`src/ibc_pkg.sv`:
```
// ----------------------------------------------------------------------------
// ibc_pkg - shared types and constants for the IMU bias calibration block
// Axis codes, payload structs, offset-write interface and reciprocal constants.
// ----------------------------------------------------------------------------
`default_nettype none

package ibc_pkg;

    localparam int CAL_SAMPLES = 1000;
    localparam int AXES        = 6;
    localparam int AXIS_W      = 3;
    localparam int DATA_W      = 16;
    localparam int GRAV_W      = 15;
    localparam int SUM_W       = 26;
    localparam int MAG_W       = SUM_W - 1;
    localparam int COUNT_W     = $clog2(CAL_SAMPLES + 1);

    // Exact floor division by CAL_SAMPLES for magnitudes below 2^MAG_W:
    // q = (mag * RECIP) >> RECIP_SHIFT, RECIP = ceil(2^RECIP_SHIFT / CAL_SAMPLES).
    localparam int CAL_LOG2    = $clog2(CAL_SAMPLES);
    localparam int RECIP_SHIFT = MAG_W + CAL_LOG2;
    localparam int RECIP_W     = MAG_W + 1;
    localparam longint unsigned RECIP_FULL =
        ((64'd1 << RECIP_SHIFT) + 64'(CAL_SAMPLES) - 64'd1) / 64'(CAL_SAMPLES);
    localparam logic [RECIP_W-1:0] RECIP = RECIP_W'(RECIP_FULL);
    localparam int PROD_W      = MAG_W + RECIP_W;

    localparam logic [GRAV_W-1:0] GRAVITY_RESET = 15'd16384;

    typedef logic [AXIS_W-1:0] axis_t;

    localparam axis_t AXIS_ACCEL_X = 3'd0;
    localparam axis_t AXIS_ACCEL_Y = 3'd1;
    localparam axis_t AXIS_ACCEL_Z = 3'd2;
    localparam axis_t AXIS_GYRO_X  = 3'd3;
    localparam axis_t AXIS_GYRO_Y  = 3'd4;
    localparam axis_t AXIS_GYRO_Z  = 3'd5;
    localparam axis_t AXIS_LAST    = AXIS_GYRO_Z;

    typedef struct packed {
        logic signed [DATA_W-1:0] accel_x;
        logic signed [DATA_W-1:0] accel_y;
        logic signed [DATA_W-1:0] accel_z;
        logic signed [DATA_W-1:0] gyro_x;
        logic signed [DATA_W-1:0] gyro_y;
        logic signed [DATA_W-1:0] gyro_z;
    } sample_t;

    typedef struct packed {
        logic signed [DATA_W-1:0] cal_accel_x;
        logic signed [DATA_W-1:0] cal_accel_y;
        logic signed [DATA_W-1:0] cal_accel_z;
        logic signed [DATA_W-1:0] cal_gyro_x;
        logic signed [DATA_W-1:0] cal_gyro_y;
        logic signed [DATA_W-1:0] cal_gyro_z;
    } result_t;

    // Finished sum headed for the offset divider
    typedef struct packed {
        logic                    valid;
        axis_t                   axis;
        logic signed [SUM_W-1:0] sum;
    } div_req_t;

    // Offset memory write from the divider
    typedef struct packed {
        logic              en;
        axis_t             addr;
        logic [DATA_W-1:0] data;
    } off_wr_t;

    function automatic logic [DATA_W-1:0] axis_value(sample_t s, axis_t a);
        logic [DATA_W-1:0] v;
        case (a)
            AXIS_ACCEL_X: v = s.accel_x;
            AXIS_ACCEL_Y: v = s.accel_y;
            AXIS_ACCEL_Z: v = s.accel_z;
            AXIS_GYRO_X:  v = s.gyro_x;
            AXIS_GYRO_Y:  v = s.gyro_y;
            AXIS_GYRO_Z:  v = s.gyro_z;
            default:      v = '0;
        endcase
        return v;
    endfunction

endpackage

`default_nettype wire

```
`src/ibc_offset_div.sv`:
```
// ----------------------------------------------------------------------------
// ibc_offset_div - sum to offset conversion
// Divides a finished axis sum by the sample count (truncating toward zero)
// by reciprocal multiply, removes gravity from accel Z, emits an offset write.
// ----------------------------------------------------------------------------
`default_nettype none

module ibc_offset_div
    import ibc_pkg::*;
(
    input  wire logic              clk,
    input  wire logic              rst_n,
    input  wire div_req_t          req,
    input  wire logic [GRAV_W-1:0] gravity,
    output off_wr_t                wr
);

    logic [MAG_W-1:0]  mag_reg;
    logic              neg_reg;
    logic              mag_valid_reg;
    axis_t             mag_axis_reg;

    logic [PROD_W-1:0] prod_reg;
    logic              prod_neg_reg;
    logic              prod_valid_reg;
    axis_t             prod_axis_reg;

    logic [SUM_W-1:0]  abs_sum;
    logic [DATA_W-1:0] quot;
    logic [DATA_W-1:0] signed_quot;
    logic [DATA_W-1:0] offset;

    assign abs_sum = req.sum[SUM_W-1] ? -req.sum : req.sum;

    always_ff @(posedge clk or negedge rst_n)
    begin
        if (!rst_n)
        begin
            mag_valid_reg  <= 1'b0;
            prod_valid_reg <= 1'b0;
        end
        else
        begin
            mag_valid_reg  <= req.valid;
            prod_valid_reg <= mag_valid_reg;
        end
    end

    always_ff @(posedge clk)
    begin
        mag_reg       <= abs_sum[MAG_W-1:0];
        neg_reg       <= req.sum[SUM_W-1];
        mag_axis_reg  <= req.axis;
        prod_reg      <= PROD_W'(mag_reg) * PROD_W'(RECIP);
        prod_neg_reg  <= neg_reg;
        prod_axis_reg <= mag_axis_reg;
    end

    always_comb
    begin
        quot        = prod_reg[RECIP_SHIFT +: DATA_W];
        signed_quot = prod_neg_reg ? -quot : quot;
        if (prod_axis_reg == AXIS_ACCEL_Z)
            offset = signed_quot - {1'b0, gravity};
        else
            offset = signed_quot;
    end

    assign wr.en   = prod_valid_reg;
    assign wr.addr = prod_axis_reg;
    assign wr.data = offset;

endmodule

`default_nettype wire

```
`src/imu_bias_calibration_top.sv`:
```
// ----------------------------------------------------------------------------
// imu_bias_calibration_top - IMU bias calibration by averaging
// Sums the first CAL_SAMPLES six-axis samples per axis, turns the sums into
// offsets, then returns every later sample minus its per-axis offset.
// ----------------------------------------------------------------------------
//
//  channel  | signals                     | direction | transaction
//  ---------+-----------------------------+-----------+----------------------------
//  sample   | sample_valid/stall, sample  | in        | valid & !stall
//  result   | result_valid/stall, result  | out       | valid & !stall
//  cfg      | cfg_valid/ready, cfg_data   | in        | valid & ready (gravity)
//
//  One axis per cycle: a sample holds the issue stage until its last axis issues,
//  bound by the single read port of the sums/offsets memories; the next sample can
//  be taken on the cycle the previous one issues its last axis.
//  Accept to result_valid: item, stage-1, assembly and output registers in order.
//  Reset needs no clearing pass; the first calibration sample ignores the sums read.
//  A stalled result parks in the output register, a second in the assembly
//  buffer; sample_stall rises mid-issue or with two in flight. cfg_ready is always high.
// ----------------------------------------------------------------------------
`default_nettype none

module imu_bias_calibration_top
    import ibc_pkg::*;
(
    input  wire logic              clk,
    input  wire logic              rst_n,

    input  wire logic              sample_valid,
    output logic                   sample_stall,
    input  wire sample_t           sample,

    output logic                   result_valid,
    input  wire logic              result_stall,
    output result_t                result,

    input  wire logic              cfg_valid,
    output logic                   cfg_ready,
    input  wire logic [GRAV_W-1:0] cfg_data
);

    // ---------------- configuration ----------------
    logic [GRAV_W-1:0] gravity_reg;

    assign cfg_ready = 1'b1;

    always_ff @(posedge clk or negedge rst_n)
    begin
        if (!rst_n)
            gravity_reg <= GRAVITY_RESET;
        else if (cfg_valid && cfg_ready)
            gravity_reg <= cfg_data;
    end

    // ---------------- calibration progress ----------------
    logic [COUNT_W-1:0] count_reg, count_next;
    logic               calibrated_reg, calibrated_next;
    logic [COUNT_W-1:0] count_inc;
    logic               accept;
    logic               last_cal;

    // ---------------- issue stage ----------------
    logic    busy_reg, busy_next;
    axis_t   axis_cnt_reg, axis_cnt_next;
    sample_t item_reg;
    logic    item_cal_reg;      // calibration sample: accumulate only
    logic    item_first_reg;    // first sample since reset: sums read as zero
    logic    item_final_reg;    // last calibration sample: compute offsets
    logic    last_axis;

    // results in flight from accept to delivery (output + assembly = 2)
    logic [1:0] in_flight_reg, in_flight_next;
    logic       deliver;

    assign count_inc = count_reg + COUNT_W'(1);
    assign last_cal  = (count_inc >= COUNT_W'(CAL_SAMPLES));
    assign last_axis = (axis_cnt_reg == AXIS_LAST);
    assign sample_stall = !((!busy_reg || last_axis) && (in_flight_reg < 2'd2));
    assign accept       = sample_valid && !sample_stall;

    always_comb
    begin
        count_next      = count_reg;
        calibrated_next = calibrated_reg;
        if (accept && !calibrated_reg)
        begin
            count_next = count_inc;
            if (last_cal)
                calibrated_next = 1'b1;
        end
    end

    always_comb
    begin
        busy_next     = busy_reg;
        axis_cnt_next = axis_cnt_reg;
        if (accept)
        begin
            busy_next     = 1'b1;
            axis_cnt_next = AXIS_ACCEL_X;
        end
        else if (busy_reg)
        begin
            if (last_axis)
                busy_next = 1'b0;
            else
                axis_cnt_next = axis_cnt_reg + AXIS_W'(1);
        end
    end

    always_comb
    begin
        in_flight_next = in_flight_reg;
        if (accept && calibrated_reg && !deliver)
            in_flight_next = in_flight_reg + 2'd1;
        else if (deliver && !(accept && calibrated_reg))
            in_flight_next = in_flight_reg - 2'd1;
    end

    always_ff @(posedge clk or negedge rst_n)
    begin
        if (!rst_n)
        begin
            count_reg      <= '0;
            calibrated_reg <= 1'b0;
            busy_reg       <= 1'b0;
            axis_cnt_reg   <= AXIS_ACCEL_X;
            in_flight_reg  <= 2'd0;
        end
        else
        begin
            count_reg      <= count_next;
            calibrated_reg <= calibrated_next;
            busy_reg       <= busy_next;
            axis_cnt_reg   <= axis_cnt_next;
            in_flight_reg  <= in_flight_next;
        end
    end

    always_ff @(posedge clk)
    begin
        if (accept)
        begin
            item_reg       <= sample;
            item_cal_reg   <= !calibrated_reg;
            item_first_reg <= (count_reg == '0);
            item_final_reg <= !calibrated_reg && last_cal;
        end
    end

    // ---------------- state memories ----------------
    // Per-axis running sums and offsets, one read per cycle at the issue axis.
    logic signed [SUM_W-1:0] sum_mem [AXES];
    logic [DATA_W-1:0]       off_mem [AXES];
    logic signed [SUM_W-1:0] sum_rd_reg;
    logic [DATA_W-1:0]       off_rd_reg;

    // stage 1 (read data back) control
    logic              p1_valid_reg;
    axis_t             p1_axis_reg;
    logic [DATA_W-1:0] p1_sample_reg;
    logic              p1_cal_reg;
    logic              p1_first_reg;
    logic              p1_final_reg;

    logic signed [SUM_W-1:0] sum_base;
    logic signed [SUM_W-1:0] sum_new;
    logic                    sum_we;
    logic [DATA_W-1:0]       diff;
    div_req_t                div_req;
    off_wr_t                 off_wr;

    always_ff @(posedge clk or negedge rst_n)
    begin
        if (!rst_n)
            p1_valid_reg <= 1'b0;
        else
            p1_valid_reg <= busy_reg;
    end

    always_ff @(posedge clk)
    begin
        p1_axis_reg   <= axis_cnt_reg;
        p1_sample_reg <= axis_value(item_reg, axis_cnt_reg);
        p1_cal_reg    <= item_cal_reg;
        p1_first_reg  <= item_first_reg;
        p1_final_reg  <= item_final_reg;
    end

    // read-modify-write: the same axis of the next sample is read only after the
    // previous sample issues every axis, after both write-backs land, so no forwarding path is needed
    always_ff @(posedge clk)
    begin
        sum_rd_reg <= sum_mem[axis_cnt_reg];
        off_rd_reg <= off_mem[axis_cnt_reg];
        if (sum_we)
            sum_mem[p1_axis_reg] <= sum_new;
        if (off_wr.en)
            off_mem[off_wr.addr] <= off_wr.data;
    end

    always_comb
    begin
        sum_base = p1_first_reg ? '0 : sum_rd_reg;
        sum_new  = sum_base + {{(SUM_W-DATA_W){p1_sample_reg[DATA_W-1]}}, p1_sample_reg};
        sum_we   = p1_valid_reg && p1_cal_reg;
        diff     = p1_sample_reg - off_rd_reg;
    end

    assign div_req.valid = sum_we && p1_final_reg;
    assign div_req.axis  = p1_axis_reg;
    assign div_req.sum   = sum_new;

    ibc_offset_div u_div
    (
        .clk     (clk),
        .rst_n   (rst_n),
        .req     (div_req),
        .gravity (gravity_reg),
        .wr      (off_wr)
    );

    // ---------------- result assembly and output ----------------
    logic [DATA_W-1:0] asm_reg [AXES];
    logic              asm_full_reg, asm_full_next;
    logic              asm_wr;
    logic              asm_done;
    logic              move;
    logic              out_valid_reg, out_valid_next;
    result_t           out_reg;

    assign asm_wr   = p1_valid_reg && !p1_cal_reg;
    assign asm_done = asm_wr && (p1_axis_reg == AXIS_LAST);
    assign deliver  = out_valid_reg && !result_stall;
    assign move     = asm_full_reg && (!out_valid_reg || deliver);

    always_comb
    begin
        asm_full_next = asm_full_reg;
        if (asm_done)
            asm_full_next = 1'b1;
        else if (move)
            asm_full_next = 1'b0;

        out_valid_next = out_valid_reg;
        if (move)
            out_valid_next = 1'b1;
        else if (deliver)
            out_valid_next = 1'b0;
    end

    always_ff @(posedge clk or negedge rst_n)
    begin
        if (!rst_n)
        begin
            asm_full_reg  <= 1'b0;
            out_valid_reg <= 1'b0;
        end
        else
        begin
            asm_full_reg  <= asm_full_next;
            out_valid_reg <= out_valid_next;
        end
    end

    always_ff @(posedge clk)
    begin
        if (asm_wr)
            asm_reg[p1_axis_reg] <= diff;
        if (move)
        begin
            out_reg.cal_accel_x <= asm_reg[AXIS_ACCEL_X];
            out_reg.cal_accel_y <= asm_reg[AXIS_ACCEL_Y];
            out_reg.cal_accel_z <= asm_reg[AXIS_ACCEL_Z];
            out_reg.cal_gyro_x  <= asm_reg[AXIS_GYRO_X];
            out_reg.cal_gyro_y  <= asm_reg[AXIS_GYRO_Y];
            out_reg.cal_gyro_z  <= asm_reg[AXIS_GYRO_Z];
        end
    end

    assign result_valid = out_valid_reg;
    assign result       = out_reg;

endmodule

`default_nettype wire

```
`config.mk`:
```
export PLATFORM = sky130hd
export DESIGN_NAME = imu_bias_calibration_top
export DESIGN_NICKNAME = d
export VERILOG_FILES = /design/src/ibc_pkg.sv /design/src/ibc_offset_div.sv /design/src/imu_bias_calibration_top.sv
export SDC_FILE = /design/constraint.sdc
export NUM_CORES = 1
export LEC_CHECK = 0
export BUFFER_PORTS_ARGS = -buffer_cell sky130_fd_sc_hd__clkbuf_2
export CORE_AREA = 2 2 423 299
export CTS_BUF_LIST = sky130_fd_sc_hd__clkbuf_16
export CTS_CLUSTER_DIAMETER = 80
export DETAILED_ROUTE_END_ITERATION = 6
export DIE_AREA = 0 0 425 301
export GPL_TIMING_DRIVEN = 0
export MAX_ROUTING_LAYER = met4
export PLACE_DENSITY = 0.46
export SLEW_MARGIN = 10
export SYNTH_ARGS = -nofsm -noshare
export SYNTH_HDL_FRONTEND = slang
export SYNTH_HIERARCHICAL = 1
export SYNTH_SLANG_ARGS = --single-unit
```
`constraint.sdc`:
```
create_clock -name clk -period 7.95 [get_ports clk]
set_input_delay 0.3975 -clock clk [delete_from_list [all_inputs] [get_ports clk]]
set_output_delay 0.3975 -clock clk [all_outputs]
set_load 0.01 [all_outputs]
```
======== Yosys cells after proc, flatten, opt, wreduce, memory -nomap -nowiden ========
Memories as Yosys holds them, arrays and structs flattened. A register that Yosys moved wholly into a read port is not among the register bits.
Index checks and enable logic that the tools add are counted.
word-level totals
  output and inout bits ................... 99
  memory bits (writable) .................. 348
  flip-flop bits (word level) ............. 242
  bits of input ports ..................... 116
  bits in read-only memories .............. 0
  word-level logic and storage cells ...... 108
  latch bits .............................. 0
  memories kept ........................... 3
cells by class
  $mul .................................... 1
  divide/modulo/power cells ............... 0
  eq/ne operators ......................... 8
  add/sub/neg operators ................... 9
  $lt $le $gt $ge ......................... 2
  bitwise operators ....................... 0
  reductions and logical operators ........ 31
  shift operators ......................... 0
  mux-type cells .......................... 23
memory list
  memory   depth  width  read ports  clocked after Yosys merged registers in  wr ports  RTL line                         source
  sum_mem  6      26     1           1                                        1         imu_bias_calibration_top.sv:153  logic signed [SUM_W-1:0] sum_mem [AXES];
  asm_reg  6      16     6           6                                        1         imu_bias_calibration_top.sv:224  logic [DATA_W-1:0] asm_reg [AXES];
  off_mem  6      16     1           1                                        1         imu_bias_calibration_top.sv:154  logic [DATA_W-1:0] off_mem [AXES];
operators by type and width
  cell                                                 count
  case mux 16 bit (6 select lines)                     1
  multiplier 25 x 26 -> 51 bit, second input constant  1
  two-way mux 16 bit                                   2
  adder 26 bit                                         1
  two-way mux 26 bit                                   1
  two-way mux 25 bit                                   1
  negation 25 bit                                      1
  negation 16 bit                                      1
  subtractor 16 x 15 -> 16 bit                         1
  subtractor 16 bit                                    1
  logical AND 1 bit                                    13
  two-way mux 1 bit                                    13
  adder 10 x 1 -> 10 bit, second input constant        1
  >= comparator 10 bit, second input constant          1
  zero test 10 bit                                     1
  == test 3 x 2 -> 1 bit, second input constant        3
  == test 3 bit, second input constant                 3
  two-way mux 3 bit                                    3
  zero test 1 bit                                      8
  nonzero test 2 bit                                   4
  two-way mux 2 bit                                    2
  AND reduction 2 bit                                  2
  adder 3 x 1 -> 3 bit, second input constant          1
  == test 3 x 1 -> 1 bit, second input constant        1
  other kinds (6)                                      7

======== Longest topological paths before layout ========
  word-level depth ........................ 9
  gate-level depth with buffers ........... 22

======== Hierarchy ========
The synthesis kept the hierarchy.
by module, submodules not included
  module                    times used  area each (um2)  cells each
  imu_bias_calibration_top  1           24,040.6         1,383
  ibc_offset_div            1           12,897.4         1,390

======== Least setup slack after synthesis ========
No wires, ideal clock.
  path type ............................... input to register
  from .................................... input port result_stall
  to ...................................... register, netlist name result[0]
  stages on the path ...................... 1
  required time ........................... 7.254 ns
  setup slack ............................. -0.104 ns
  arrival ................................. 7.358 ns
  cells stage by stage .................... a21boi_0
between the ends
  word-level cells in the longest chain between the ends .. 4
ends and longest elaborated chain
  item               RTL line                         source
  start, declared    imu_bias_calibration_top.sv:34   input wire logic result_stall,
  zero test 1 bit    imu_bias_calibration_top.sv:234  assign deliver = out_valid_reg && !result_stall;
  logical AND 1 bit  imu_bias_calibration_top.sv:234
  logical OR 1 bit   imu_bias_calibration_top.sv:235  assign move = asm_full_reg && (!out_valid_reg || deliver);
  logical AND 1 bit  imu_bias_calibration_top.sv:235
Every way passes these cells.
A chain may end at the register's enable or synchronous reset.

======== Worst setup path in the final report ========
  from .................................... register u_div.mag_reg[14]
  to ...................................... register u_div.prod_reg[47]
between the ends
  word-level cells in the longest chain between the ends .. 1
ends and longest elaborated chain
  item                          RTL line              source
  start, declared               ibc_offset_div.sv:18  logic [MAG_W-1:0] mag_reg;
  start signal, assigned        ibc_offset_div.sv:51  mag_reg <= abs_sum[MAG_W-1:0];
  multiplier 25 x 26 -> 51 bit  ibc_offset_div.sv:54  prod_reg <= PROD_W'(mag_reg) * PROD_W'(RECIP);
  end signal, assigned          ibc_offset_div.sv:54
  end, declared                 ibc_offset_div.sv:23  logic [PROD_W-1:0] prod_reg;
Every way passes these cells.

==> results.ini <==
[critical_path]
crit_fanout = 7
worstPathRequired_ps = 8480
reg2reg_from = u_div/mag_reg[14]
worstSetupPathType = reg -> reg
start_kind = flip-flop
crit_arrival_ps = 7820
endpoint_kind = flip-flop
startpoint = u_div/mag_reg[14]

[finish]
final_cells = 4901
final_cell_mix = edfxtp_1, inv_1, ha_1
drive_gt1_share_pct = 15.0
nets = 3834
nFillCells = 12200
top_register = sum_mem
stdcell_area_sq_mm = 0.0439
layout_commonest_cell = edfxtp_1
syn_to_final_growth_pct = 18.7
largest_register_ffs = 156

[synth]
syn_inst = 2773
synth-edff-count = 543
synth_compound_area_share_pct = 7.24
ys_seq_area_share_pct = 52.8
synth_top_area_cell = edfxtp_1
synth_top_family_by_area = adder cells
ys_ff_latch = 693
syn_area_per_cell_sq_um = 13.3
synth_xor_xnor_area_share_pct = 2.49
synthMuxAreaShare_pct = 4.64
synth_nets = 3413
yosys_warnings = 6
synth-adder-area-share_pct = 22.0
ys.flop_type = edfxtp_1
synth_top_area_share_pct = 44.1
synthSimpleGateAreaFrac_pct = 5.78
synth-async-reset-ratio_pct = 5.34
synth.area.top_cells = edfxtp_1, fa_1, ha_1
ys_types = 87
syn_area_sq_mm = 0.0369

[timing]
tightest_slew_ps = 1250
hold_violations = 0
rsz0062_at_grt = no
min_period_over_period_pct = 91.8
slew_violations = 0
layout_setup_ws_ps = 655
relSlewSlack_pct = 15.9
setup_viol = 0
fin_crit_ps = 7290
fin_tns_setup_ps = 0
skew_ps = 28.9
fmax_ghz = 0.137

[place]
dp_cells = 4667
numPortBuffers = 212
placed_cell_area_sq_mm = 0.0407
gp_congestion = 0.818
dp_hpwl_microns = 75300
pre_cts_slack_ps = 530

[routing]
num_vias = 22400
dr.first_iter.drc_count = 1627
totalWireLength_microns = 97300
first_pass_iters = 5
vias_per_cell = 4.57
route.met2.wl_microns = 38100
ant_nets = 0
top_layer = met4
wl_met1_microns = 52600
drt-wirelength-per-cell_microns = 19.8
route.met3.wl_microns = 5470
drc = 0

[outcome]
status = finished clean

[global_routing]
grt-ovfl-total = 0
grt_pass1_vias = 22900
antenna_found_initial = 3
grt_max_degree = 64
grt_use_total_pct = 15.9
grt_pass1_wl_microns = 148000

[clock_tree]
ctsResizeCount = 0
post_cts_buffers = 0
cts_root_buf = clkbuf_16
htree_levels = 3
cts_tree = yes
cts_made_buffers = 67
path_clk_slew_ps = 60
cts.sinks = 693
clkLatencyLatePin_ps = 630
clock_path_buffers = 3

[die]
core_area_sq_mm = 0.124
num_rows = 108
die_w_microns = 425
start_util_pct = 29.9
dieArea_sq_mm = 0.128
ioPinCount = 215
fp.dieH_microns = 301

[job]
drv_cap = 0

[min_path]
hold_path_startpoint = cfg_data[8]
min_path_type = in -> reg

-- critical path, stage by stage, from the launching register on --
cell and delay, ps:
dfxtp_1 580, inv_1 170, ha_1 380, inv_1 200, fa_1 510, fa_1 490
inv_1 50, fa_1 470, inv_1 60, fa_1 530, fa_1 570, inv_1 60
fa_1 630, inv_1 70, ha_1 360, a21oi_1 230, o211ai_1 130, nand2_1 100
a21oi_1 100, o311ai_0 1010, a211oi_1 190, a211oi_1 280
-- final cells by class --
type                            count  area, sq um  area share [%]
Sequential cell                   693        19500            44.4
Multi-Input combinational cell   1583        15700            35.8
Timing Repair Buffer              352         2590            5.91
Tap cell                         1650         2060            4.71
Clock buffer                       70         1750            3.99
Inverter                          427         1610            3.67
Clock inverter                     51          357           0.813
Buffer                             70          287           0.653
Antenna cell                        5         12.5          0.0285
-- cell families after synthesis --
family | after synthesis
simple gates | 426
fa+ha+maj | 524
xor+xnor | 104
compound gates | 413
buf+inv | 497
flops | 693
other cells | 1
mux | 115
-- final timing paths --
kind                                 endpoint  slack, ps  cells past startpoint
setup / recovery           u_div/prod_reg[47]        660                     21
hold / removal                 gravity_reg[8]         40                      2
setup reg to reg           u_div/prod_reg[47]        660                     21
hold reg to reg                  p1_final_reg        320                      0
max in group asynchronous        result_valid       6830                      2
min in group asynchronous      gravity_reg[8]        480                      2
-- routing by layer --
metal / vias up / global-route usage (%)
li1: 10700 / -
met1: 11200 / 25.0
met2: 491 / 21.0
met3: 94 / 3.03
met4: 0 / 2.63
met5: - / -
-- synth_stat cells (42+ instances only) --
library cell,n
o21ai_0,122
fa_1,207
mux4_2,42
nand2_1,140
inv_1,427
xnor2_1,77
a21oi_1,96
clkbuf_1,48
edfxtp_1,543
mux2i_1,44
dfxtp_1,113
ha_1,317
nor2_1,82
-- per-stage QoR --
stage                     hold slack, ps  utilization [%]
final                               42.8             35.5
after global routing                10.3             35.5
after CTS                         0.0803             35.5
after detailed placement             312             32.9
after global placement               315             32.4
after floorplan                      102                -
-- what timing repair did --
| action | 4_1_cts | 5_1_grt |
|---|---|---|
| hold buffers | 107 | 1 |
| setup endpoints to repair | 0 | 0 |
| hold endpoints to repair | 107 | 4 |
Power is not shown: default switching activity piles up to over one toggle a cycle in this logic, so the estimate is an artifact.
